**src/hw/rtl/dkbf_pkg.sv**
```systemverilog
// Shared constants, types and codes of the k-mer bucket filter.
`timescale 1ns / 1ps

package dkbf_pkg;

  // Window geometry
  localparam int MAX_KMER_LEN = 11;
  localparam int KMER_W       = 2 * MAX_KMER_LEN;
  localparam int EFF_W        = $clog2(MAX_KMER_LEN + 1);

  // Bucketing and histogram store
  localparam int BUCKET_WIDTH = 1024;
  localparam int BUCKET_SHIFT = $clog2(BUCKET_WIDTH);
  localparam int HIST_BINS    = 4096;
  localparam int HIST_AW      = $clog2(HIST_BINS);

  // Field widths fixed by the interface
  localparam int CHAR_W = 8;
  localparam int LEN_W  = 4;
  localparam int SEL_W  = 12;
  localparam int BIN_W  = 12;
  localparam int POS_W  = 32;
  localparam int CNT_W  = 32;

  // Configuration port
  localparam int APB_AW  = 3;
  localparam int APB_DW  = 32;
  localparam logic [LEN_W-1:0] KMER_LENGTH_RST = 4'd8;
  localparam logic [SEL_W-1:0] BUCKET_SELECT_RST = '0;

  // Register indexes (address bit above the word offset)
  localparam logic REG_KMER_LENGTH   = 1'b0;
  localparam logic REG_BUCKET_SELECT = 1'b1;

  // Word modes
  localparam logic MODE_PUSH = 1'b0;
  localparam logic MODE_READ = 1'b1;

  // Base characters and their 2-bit codes
  localparam logic [CHAR_W-1:0] CHAR_A = 8'h41;
  localparam logic [CHAR_W-1:0] CHAR_C = 8'h43;
  localparam logic [CHAR_W-1:0] CHAR_G = 8'h47;
  localparam logic [CHAR_W-1:0] CHAR_N = 8'h4E;
  localparam logic [CHAR_W-1:0] CHAR_T = 8'h54;

  localparam logic [1:0] CODE_A = 2'h0;
  localparam logic [1:0] CODE_C = 2'h1;
  localparam logic [1:0] CODE_G = 2'h2;
  localparam logic [1:0] CODE_T = 2'h3;

  typedef enum logic {
    ST_CLEAR,
    ST_RUN
  } ctrl_state_e;

  typedef struct packed {
    logic [LEN_W-1:0] kmer_length;
    logic [SEL_W-1:0] bucket_select;
  } cfg_t;

  // Result of the window stage plus the histogram access it needs
  typedef struct packed {
    logic               is_read;
    logic               hist_inc;
    logic               hist_ok;
    logic [HIST_AW-1:0] hist_addr;
    logic               window_full;
    logic [KMER_W-1:0]  kmer_value;
    logic [POS_W-1:0]   window_start;
    logic               in_bucket;
    logic               bad_base;
  } win_res_t;

endpackage

```
**src/hw/rtl/dkbf_window.sv**
```systemverilog
// Rolling k-mer window: base encoding, window state and bucket decision.
`timescale 1ns / 1ps

module dkbf_window import dkbf_pkg::*; (
  input  logic              clk_i,
  input  logic              rst_ni,
  input  cfg_t              cfg_i,
  input  logic              accept_i,
  input  logic              mode_i,
  input  logic [CHAR_W-1:0] base_char_i,
  input  logic              new_sequence_i,
  input  logic [BIN_W-1:0]  bin_index_i,
  output win_res_t          res_o
);

  logic [KMER_W-1:0] kmer_shift_q, kmer_shift_d;
  logic [EFF_W-1:0]  fill_count_q, fill_count_d;
  logic [POS_W-1:0]  base_position_q, base_position_d;
  logic              error_flag_q, error_flag_d;

  logic [EFF_W-1:0]  eff_len;
  logic [KMER_W-1:0] kmer_b;
  logic [EFF_W-1:0]  fill_b;
  logic [POS_W-1:0]  pos_b;
  logic              err_b;
  logic [POS_W-1:0]  pos_next;
  logic [POS_W-1:0]  len_m1;
  logic [POS_W-1:0]  start;
  logic [1:0]        code;
  logic              code_ok;
  logic [KMER_W-1:0] mask;
  logic [KMER_W-1:0] shifted;
  logic [EFF_W-1:0]  fill_next;
  logic              full;
  logic [31:0]       bucket;
  logic              bucket_ok;

  // Clamp the configured length to the supported range
  always_comb begin
    if (cfg_i.kmer_length == '0) begin
      eff_len = EFF_W'(1);
    end else if (32'(cfg_i.kmer_length) > MAX_KMER_LEN) begin
      eff_len = EFF_W'(MAX_KMER_LEN);
    end else begin
      eff_len = EFF_W'(cfg_i.kmer_length);
    end
  end

  // Encode the base character
  always_comb begin
    code_ok = 1'b1;
    case (base_char_i)
      CHAR_A:  code = CODE_A;
      CHAR_N:  code = CODE_A;
      CHAR_C:  code = CODE_C;
      CHAR_G:  code = CODE_G;
      CHAR_T:  code = CODE_T;
      default: begin
        code    = CODE_A;
        code_ok = 1'b0;
      end
    endcase
  end

  // Roll the window forward by one base
  always_comb begin
    kmer_b = new_sequence_i ? '0 : kmer_shift_q;
    fill_b = new_sequence_i ? '0 : fill_count_q;
    pos_b  = new_sequence_i ? '0 : base_position_q;
    err_b  = new_sequence_i ? 1'b0 : error_flag_q;

    pos_next = (pos_b == '1) ? pos_b : pos_b + POS_W'(1);

    for (int i = 0; i < KMER_W; i++) begin
      mask[i] = (i < 2 * int'(eff_len));
    end
    shifted   = KMER_W'({kmer_b, code}) & mask;
    fill_next = (fill_b < eff_len) ? fill_b + EFF_W'(1) : eff_len;
    full      = code_ok && (fill_next >= eff_len);

    len_m1 = POS_W'(eff_len) - POS_W'(1);
    start  = (pos_b >= len_m1) ? pos_b - len_m1 : '0;

    bucket    = 32'(shifted) >> BUCKET_SHIFT;
    bucket_ok = bucket < 32'(HIST_BINS);
  end

  // Build the result word
  always_comb begin
    res_o = '0;
    if (mode_i == MODE_READ) begin
      res_o.is_read   = 1'b1;
      res_o.hist_ok   = 32'(bin_index_i) < 32'(HIST_BINS);
      res_o.hist_addr = HIST_AW'(bin_index_i);
      res_o.bad_base  = error_flag_q;
    end else begin
      res_o.hist_addr   = HIST_AW'(bucket);
      res_o.hist_ok     = bucket_ok;
      res_o.hist_inc    = full && bucket_ok && (cfg_i.bucket_select == '0);
      res_o.window_full = full;
      res_o.kmer_value  = full ? shifted : '0;
      res_o.window_start = full ? start : '0;
      res_o.in_bucket   = full && (bucket == 32'(cfg_i.bucket_select));
      res_o.bad_base    = code_ok ? err_b : 1'b1;
    end
  end

  // Next window state; read words leave it alone
  always_comb begin
    kmer_shift_d    = kmer_shift_q;
    fill_count_d    = fill_count_q;
    base_position_d = base_position_q;
    error_flag_d    = error_flag_q;
    if (accept_i && (mode_i == MODE_PUSH)) begin
      base_position_d = pos_next;
      if (code_ok) begin
        kmer_shift_d = shifted;
        fill_count_d = fill_next;
        error_flag_d = err_b;
      end else begin
        kmer_shift_d = '0;
        fill_count_d = '0;
        error_flag_d = 1'b1;
      end
    end
  end

  always_ff @(posedge clk_i or negedge rst_ni) begin
    if (!rst_ni) begin
      kmer_shift_q    <= '0;
      fill_count_q    <= '0;
      base_position_q <= '0;
      error_flag_q    <= 1'b0;
    end else begin
      kmer_shift_q    <= kmer_shift_d;
      fill_count_q    <= fill_count_d;
      base_position_q <= base_position_d;
      error_flag_q    <= error_flag_d;
    end
  end

endmodule

```
**config.mk**
```make
export PLATFORM = sky130hd
export DESIGN_NAME = dkbf_window
export DESIGN_NICKNAME = d
export VERILOG_FILES = /design/src/hw/rtl/dkbf_pkg.sv /design/src/hw/rtl/dkbf_window.sv
export SDC_FILE = /design/constraint.sdc
export NUM_CORES = 1
export LEC_CHECK = 0
export ABC_CLOCK_PERIOD_IN_PS = 21300
export BUFFER_PORTS_ARGS = -buffer_cell sky130_fd_sc_hd__clkbuf_2
export CAP_MARGIN = 10
export CORE_ASPECT_RATIO = 1.1
export CORE_MARGIN = 2
export CORE_UTILIZATION = 37
export CTS_BUF_LIST = sky130_fd_sc_hd__clkbuf_2 sky130_fd_sc_hd__clkbuf_4 sky130_fd_sc_hd__clkbuf_8
export CTS_CLUSTER_DIAMETER = 40
export DETAILED_ROUTE_END_ITERATION = 8
export GPL_ROUTABILITY_DRIVEN = 0
export PLACE_DENSITY_LB_ADDON = 0.1
export SYNTH_ARGS = -nofsm -noshare
export SYNTH_HDL_FRONTEND = slang
export SYNTH_SLANG_ARGS = --single-unit
```
**constraint.sdc**
```tcl
create_clock -name clk_i -period 21.3 [get_ports clk_i]
set_input_delay 5.325 -clock clk_i [delete_from_list [all_inputs] [get_ports clk_i]]
set_output_delay 5.325 -clock clk_i [all_outputs]
set_load 0.02 [all_outputs]
```
==> results.md, run 1 <==
- Period utilization: slightly above 70%
- Synth Area in Simple Gates: 30.5%
- Crit end category: primary output
- Total of max-cap violations: 0
- Number of synthesized flops with an enable pin: 0
- CP Max Fanout: 49
- WS Path Type: in2out
- Hold_ws: 0.477 ns
- Detailed Routing Iterations Pass 1: 5
- Status: finished clean
- Post-DRT Antenna Nets: 0
- Initial DRC count: about 350
- CTS Sinks: 57
- Largest family of logic cells by synthesized area: simple AND/OR/NAND/NOR gates
- CTS resizes: 0
- Final Critical Period: between 15 and 20 ns
- Leakage power: between 3 and 4 nW
- Synth warn: 0
- Hpwl dp: approximately 12,000 um
- Final setup violating endpoints: 0
- Tightest Pin Transition: between 1 and 1.5 ns
- Synth Area in Compound Gates: 19.7%
- Register area share after synthesis: roughly 25%
- Final worst slack: 6.02 ns
- Post-Synth Adder-Cell Area: 9.70%
- R2r startpoint: base_position_q[1]
- Post-CTS setup buffer count: 0
- Fmax: roughly 65 MHz
- Vias/cell: around 5.4
- CP Launch Point: new_sequence_i
- Post-Synth XOR/XNOR Area: about a tenth
- Multiplexer share of the synthesized area: 1.44%
- Grt ovf: 0
- Post-synth top cells: nand2_1, nor2_1, dfrtp_1
- Detail-routed net length per standard cell: 14.8 um
- Max transition margin: a little over a quarter
- Die area: ~0.017 mm^2
- CTS tree: done
- Core area: roughly 0.015 mm^2
- Fin. Hold Viols: 0
- Final nets: slightly below 1,000
- Hold EP: kmer_shift_q[5]
- Placed cell area: around 0.0065 mm^2
- H-tree Lvls: 3
- # diodes: 0
- Initial core utilization: 38.1%
- Fin util: roughly 44%
- Placement row count: between 40 and 50
- Clock buffer depth: 2
- Top-count cell post-synth: nand2_1
- # IOs: ~110
- Synth async-reset ratio: 100%
- Area grow syn2layout: 15.7%
- Top_reg_cell synth: dfrtp_1
- Peak supply drop: about 27 uV
- Total number of vias: 5,807
- Post-synth cell types: 58
- Final instance area: 0.00666 mm^2
- Die Y-Extent: between 100 and 150 um
- Pwr dens: between 40 and 50 mW/mm^2
- Reg2reg end: base_position_q[11]
- RSZ-0062 raised after global routing: false
- CP arrival: about 10 ns
- Worst EP required: ~16 ns
- Vias in the first global route: 5,487
- Skew-Pair Late Insertion Delay: about 0.34 ns
- Cell total after placement: between 1,000 and 1,500
- Synth Cell Area: about 0.0058 mm^2
- Non-filler cells, final: 1,079
- Total Neg Setup Slack: 0 ns
- Hold path cells: 2
- Share of the synthesized area in the top cell type: between 20% and 30%
- Dpl ws: between 5 and 6 ns
- Cells on worst reg2reg path: 9
- Avg Inst Size Synth: 7.34 um^2
- GRT Util Overall: 19.8%
- Global-route wire length before repair: around 27,000 um
- Routed WL: around 16,000 um
- Most area-hungry cell type in the Yosys netlist: dfrtp_1
- Crit start category: input port
- Clk root buf: clkbuf_8
- Antenna violations before repair: 0
- Largest net degree at the start of global routing: between 50 and 60
- Hold Startpoint: kmer_shift_q[5]
- Die width: approximately 120 um
- Total CTS buffers: 9
- I/O Buffers: ~110
- # DRC: 0
- Clock Skews: 0.00886 ns
- Hold Buf Count CTS: 0
- Design Power: between 0.2 and 0.3 mW
- R2R Setup Slk: roughly 19 ns
- Number of synthesized register bits: between 50 and 60
- Syn_nets: about 870
- Max-slew violation count: 0
- Top cells by area, synth: dfrtp_1, ha_1, nand2_1, nor2_1, xnor2_1
- Mapped Cells: between 700 and 800
- Share of layout cells above drive strength 1: roughly 16%
- Hold Crit Class: reg2reg
- Clk slew on worst S/H paths: ~0.06 ns
flip-flops by register name, summed over array words and instances, names as in the netlist:
name	flops
kmer_shift_q	20
base_position_q	32
error_flag_q	1
fill_count_q	4
final cells by class:
cell class              count  area [um^2]
multi-input cells         669         4090
fillers                  1575         8460
well taps                 196          245
repair buffers            118          608
inverters                  24         90.1
flip-flops and latches     57         1430
clock buffers              12          159
clock inverters             3         40.0
routing by layer:
metal / vias to the layer above / wire length [um] / GRT usage [%]
met2: 140 / 7890 / 34.4
met1: 2714 / 7330 / 26.1
met4: 0 / 152 / 4.34
met5: - / 0 / 0
met3: 10 / 619 / 2.49
li1: 2943 / - / -
power by group:
part | switching, mW | leakage [nW] | internal (mW) | total [mW]
logic | 0.0483 | 2.30 | 0.0313 | 0.0797
clock network | 0.0433 | 0.106 | 0.0607 | 0.104
registers | 0.00243 | 0.785 | 0.111 | 0.113
total | 0.0940 | 3.19 | 0.203 | 0.297
cell usage in the layout, fill, tap and decap left out, types with 3 or more instances in the layout:
| master | Yosys | layout |
|---|---|---|
| nand2_1 | 127 | 127 |
| clkbuf_2 | 0 | 111 |
| nor2_1 | 89 | 89 |
| dfrtp_1 | 57 | 57 |
| a21oi_1 | 53 | 53 |
| ha_1 | 43 | 43 |
| nor2b_1 | 38 | 38 |
| xnor2_1 | 38 | 38 |
| o21ai_0 | 36 | 36 |
| xor2_1 | 25 | 25 |
| inv_1 | 23 | 23 |
| nor3_1 | 23 | 23 |
| o31ai_1 | 23 | 23 |
| nand3_1 | 22 | 22 |
| nand4_1 | 17 | 17 |
| nand2b_1 | 14 | 13 |
| o21ai_1 | 11 | 11 |
| clkbuf_8 | 0 | 11 |
| a21o_1 | 9 | 9 |
| a211oi_1 | 8 | 8 |
| and3_1 | 8 | 8 |
| nor4_1 | 8 | 8 |
| a31oi_1 | 7 | 7 |
| buf_4 | 2 | 7 |
| mux2i_1 | 6 | 6 |
| and2_1 | 6 | 6 |
| o21bai_1 | 6 | 6 |
| o211ai_1 | 5 | 5 |
| o21a_1 | 5 | 5 |
| nor3b_1 | 4 | 4 |
| a211o_1 | 3 | 3 |
| or3_1 | 3 | 3 |
| a31o_1 | 3 | 3 |
worst max-delay path by stage:
| stage | endpoint | slack [ns] |
|---|---|---|
| floorplan | res_o[30] | 6.28 |
| global placement | res_o[30] | 6.16 |
| detailed placement | res_o[30] | 5.99 |
| CTS | res_o[30] | 5.99 |
| global route | res_o[30] | 5.65 |
| finish | res_o[30] | 6.02 |
worst max-delay path, stage by stage:
cell	delay [ns]
clkbuf_2	0.07
buf_4	0.41
nor2b_1	0.14
ha_1	0.29
a21boi_0	0.12
o21ai_1	0.13
nand2b_1	0.08
a21oi_1	0.42
mux2_2	0.41
ha_1	0.27
a21o_1	0.11
nand3_1	0.07
a211o_1	0.25
buf_4	0.23
or4_1	0.58
o31a_1	0.45
nor4_2	0.37
clkbuf_2	0.20
cell families after synthesis:
family          Yosys count
fa+ha+maj                44
flops                    57
mux                       8
other cells               1
simple gates            370
xor+xnor                 63
compound gates          183
buf+inv                  58
No activity file was read; power rests on OpenSTA's default activity.
==> run 2: changes to the inputs <==
--- a/config.mk
+++ b/config.mk
@@ -5,7 +5,8 @@
 export SDC_FILE = /design/constraint.sdc
 export NUM_CORES = 1
 export LEC_CHECK = 0
-export ABC_CLOCK_PERIOD_IN_PS = 21300
+export ABC_AREA = 1
+export ABC_CLOCK_PERIOD_IN_PS = 12500
 export BUFFER_PORTS_ARGS = -buffer_cell sky130_fd_sc_hd__clkbuf_2
 export CAP_MARGIN = 10
 export CORE_ASPECT_RATIO = 1.1
==> constraint.sdc (replaced) <==
create_clock -name clk_i -period 12.5 [get_ports clk_i]
set_input_delay 3.125 -clock clk_i [delete_from_list [all_inputs] [get_ports clk_i]]
set_output_delay 3.125 -clock clk_i [all_outputs]
set_load 0.02 [all_outputs]
==> results.md, run 2 <==
- Vias in the first global route: 7,495 (+37%)
- Hold_ws: 0.480 ns (+0.00302 ns)
- CP Max Fanout: 28 (-43%)
- Final nets: 1,439 (+49%)
- Logic pwr share: 35.0% (+8.2 points)
- Max transition margin: 49.1% (+22 points)
- Clock Skews: 0.0114 ns (+0.00259 ns)
- Initial DRC count: 297 (-15%)
- Placement row count: 53 (+13%)
- CP cell instances: clkbuf_2, nor2_1, nand2_1, nand3_1, inv_1, ha_1, nand2_1, buf_4, ha_1, nand2_1, nor2_1, and2_1, nand3_1, nand3_1, nand2_1, nand2_2, nand2_4, nor2_1, clkbuf_2
- Hold path cells: 2 (unchanged)
- Post-DRT Antenna Nets: 0 (unchanged)
- Number of synthesized register bits: 57 (unchanged)
- Fin. Hold Viols: 0 (unchanged)
- R2r startpoint: base_position_q[1]
- Synth async-reset ratio: 100% (unchanged)
- GRT Util Overall: 21.0% (+1.2 points)
- Reg2reg end: base_position_q[3]
- Switching portion of total power: 37.8% (+6.1 points)
- Initial core utilization: 38.0% (-0.11 points)
- Syn_nets: 1,337 (+54%)
- Top flop regs: base_position_q (32), kmer_shift_q (20), fill_count_q (4)
- Register area share after synthesis: 19.5% (-5.3 points)
- Vias/cell: 4.79 (-11%)
- Pwr dens: 70.4 mW/mm^2 (+58%)
- Crit start category: input port
- Skew-Pair Late Insertion Delay: 0.35 ns (about the same)
- Die Y-Extent: 152 um (+12%)
- Slowest CP cell: buf_4
- Post-synth top cells: nand2_1, inv_1, nor2_1
- Worst EP required: 9.38 ns (-6.60 ns)
- Top_reg_cell synth: dfrtp_1
- Avg Inst Size Synth: 5.85 um^2 (-20%)
- Clk pwr share: 31.3% (-3.7 points)
- Routed WL: 21,500 um (+34%)
- Clock buffer depth: 2 (unchanged)
- R2R Setup Slk: 10.12 ns (-8.52 ns)
- Critical path capture point: res_o[12]
- Peak supply drop: 50.4 uV (+88%)
- Tightest Pin Transition: 0.764 ns (-0.326 ns)
- CTS tree: done
- Leakage power: 4.69 nW (+47%)
- Fmax: between 100 and 150 MHz
- # DRC: 0 (unchanged)
- Detail-routed net length per standard cell: 13.4 um (-9.7%)
- Core area: 0.0193 mm^2 (+28%)
- Status: finished clean
- Clk slew on worst S/H paths: 0.06 ns (about the same)
- Total Neg Setup Slack: 0 ns (unchanged)
- Largest Register: base_position_q
- Critical path's most frequent cell: nand2_1
- Filler instances: 2,153 (+37%)
- CP Launch Point: cfg_i[14]
- Grt ovf: 0 (unchanged)
- CP arrival: 6.65 ns (-3.31 ns)
- Max-slew violation count: 0 (unchanged)
- CTS resizes: 0 (unchanged)
- Net Sw Power: 0.220 mW (+130%)
- Commonest non-fill, non-tap cells in the layout: nand2_1, inv_1, nor2_1, clkbuf_2, nand3_1
- Area grow syn2layout: 12.8%
- Hold Startpoint: base_position_q[27]
- Final setup violating endpoints: 0 (unchanged)
- Total number of vias: 7,690 (+32%)
- Cell total after placement: 1,590 (+49%)
- Total of max-cap violations: 0 (unchanged)
- Share of the synthesized area in the top cell type: 22.5% (-2.3 points)
- Cells on worst reg2reg path: 13 (+4)
- Post-synth cell types: 42 (-28%)
- Dpl ws: 2.70 ns (-3.30 ns)
- Crit-path max cell delay: 0.36 ns (-0.22 ns)
- Top-count cell post-synth: nand2_1
- Max reg flops: 32 (unchanged)
- Hpwl dp: 17,700 um (+42%)
- Power Internal: 0.362 mW (+78%)
- Largest net degree at the start of global routing: 58 (unchanged)
- Period utilization: between 70 and 80%
- Number of synthesized flops with an enable pin: 0 (unchanged)
- Die width: 138 um (+12%)
- Antenna violations before repair: 0 (unchanged)
- H-tree Lvls: 3 (unchanged)
- Synth Cell Area: 0.00733 mm^2 (+27%)
- Share of layout cells above drive strength 1: 15.8% (-0.32 points)
- RSZ-0062 raised after global routing: false
- Synth warn: 0 (unchanged)
- Hold Buf Count CTS: 0 (unchanged)
- Crit end category: primary output
- # IOs: 113 (unchanged)
- # diodes: 0 (unchanged)
- Clk root buf: clkbuf_8
- Most common cell after layout, fill and taps aside: nand2_1
- Detailed Routing Iterations Pass 1: 4 (-1)
- Total CTS buffers: 9 (unchanged)
- WS Path Type: in2out
- Die area: 0.0209 mm^2 (+26%)
- Final Critical Period: around 9.8 ns
- Top cells by area, synth: nand2_1, dfrtp_1, inv_1, nor2_1, ha_1
- Post-CTS setup buffer count: 0 (unchanged)
- Global-route wire length before repair: 35,900 um (+35%)
- I/O Buffers: 111 (unchanged)
- Mapped Cells: 1,252 (+60%)
- Hold Crit Class: reg2reg
- Non-filler cells, final: 1,605 (+49%)
- Most area-hungry cell type in the Yosys netlist: nand2_1
- Flop pwr share: 33.7% (-4.4 points)
- CTS Sinks: 57 (unchanged)
- Fin util: 42.8% (-1.2 points)
- Final worst slack: 2.73 ns (-3.29 ns)
run 2: worst min path at each step:
stage	endpoint	slack [ns]
final	base_position_q[27]	0.48
after global routing	base_position_q[31]	0.51
after CTS	base_position_q[27]	0.48
after detailed placement	base_position_q[27]	0.47
after global placement	base_position_q[27]	0.46
after floorplan	error_flag_q	0.45
run 2: worst max-delay path, delay by kind of cell:
kind          cells  cell delay [ns]
simple gates     13             2.09
buf+inv           4             0.80
fa+ha+maj         2             0.59
run 2: cells by family (layout without fill, tap and decap cells):
family                     after synthesis  after routing  synth area share, %
buffers and inverters                  227            333                 12.9
AOI/OAI and AO/OA                       88             88                 6.15
xor gates and xnor gates                40             40                 4.78
and+or+nand+nor                        795            795                 49.1
other                                    1              1               0.0512
adders and majority gates               44             44                 7.62
DFF                                     57             57                 19.5
run 2: layer usage:
layer  part of all wire, %  vias to the layer above  track usage (%)
met1                    45                     3390             25.3
met3                   3.6                       39             2.58
met2                    48                      180             39.0
met5                     0                        -                0
met4                   3.3                        0             6.79
li1                      -                     4081                -
run 2: through the flow:
stage               instance area [um^2]  total power [mW]
floorplan                           7330             0.349
global placement                    8060             0.406
detailed placement                  8060             0.405
CTS                                 8260             0.590
global route                        8260             0.626
finish                              8260             0.582
run 2: area by class of cell:
type	instances	area [um^2]	share of cell area, %
Clock buffer	12	159	1.92
Clock inverter	3	40.0	0.485
Inverter	201	767	9.29
Multi-Input combinational cell	968	4960	60.0
Sequential cell	57	1430	17.3
Tap cell	247	309	3.74
Timing Repair Buffer	117	601	7.27
run 2: power groups by stage:
stage / Clock (mW) / Combinational (mW) / Sequential [mW]
after floorplan: 0 / 0.151 / 0.198
after global placement: 0 / 0.207 / 0.199
after detailed placement: 0 / 0.206 / 0.199
after CTS: 0.187 / 0.207 / 0.196
after global routing: 0.195 / 0.234 / 0.197
final: 0.182 / 0.204 / 0.196
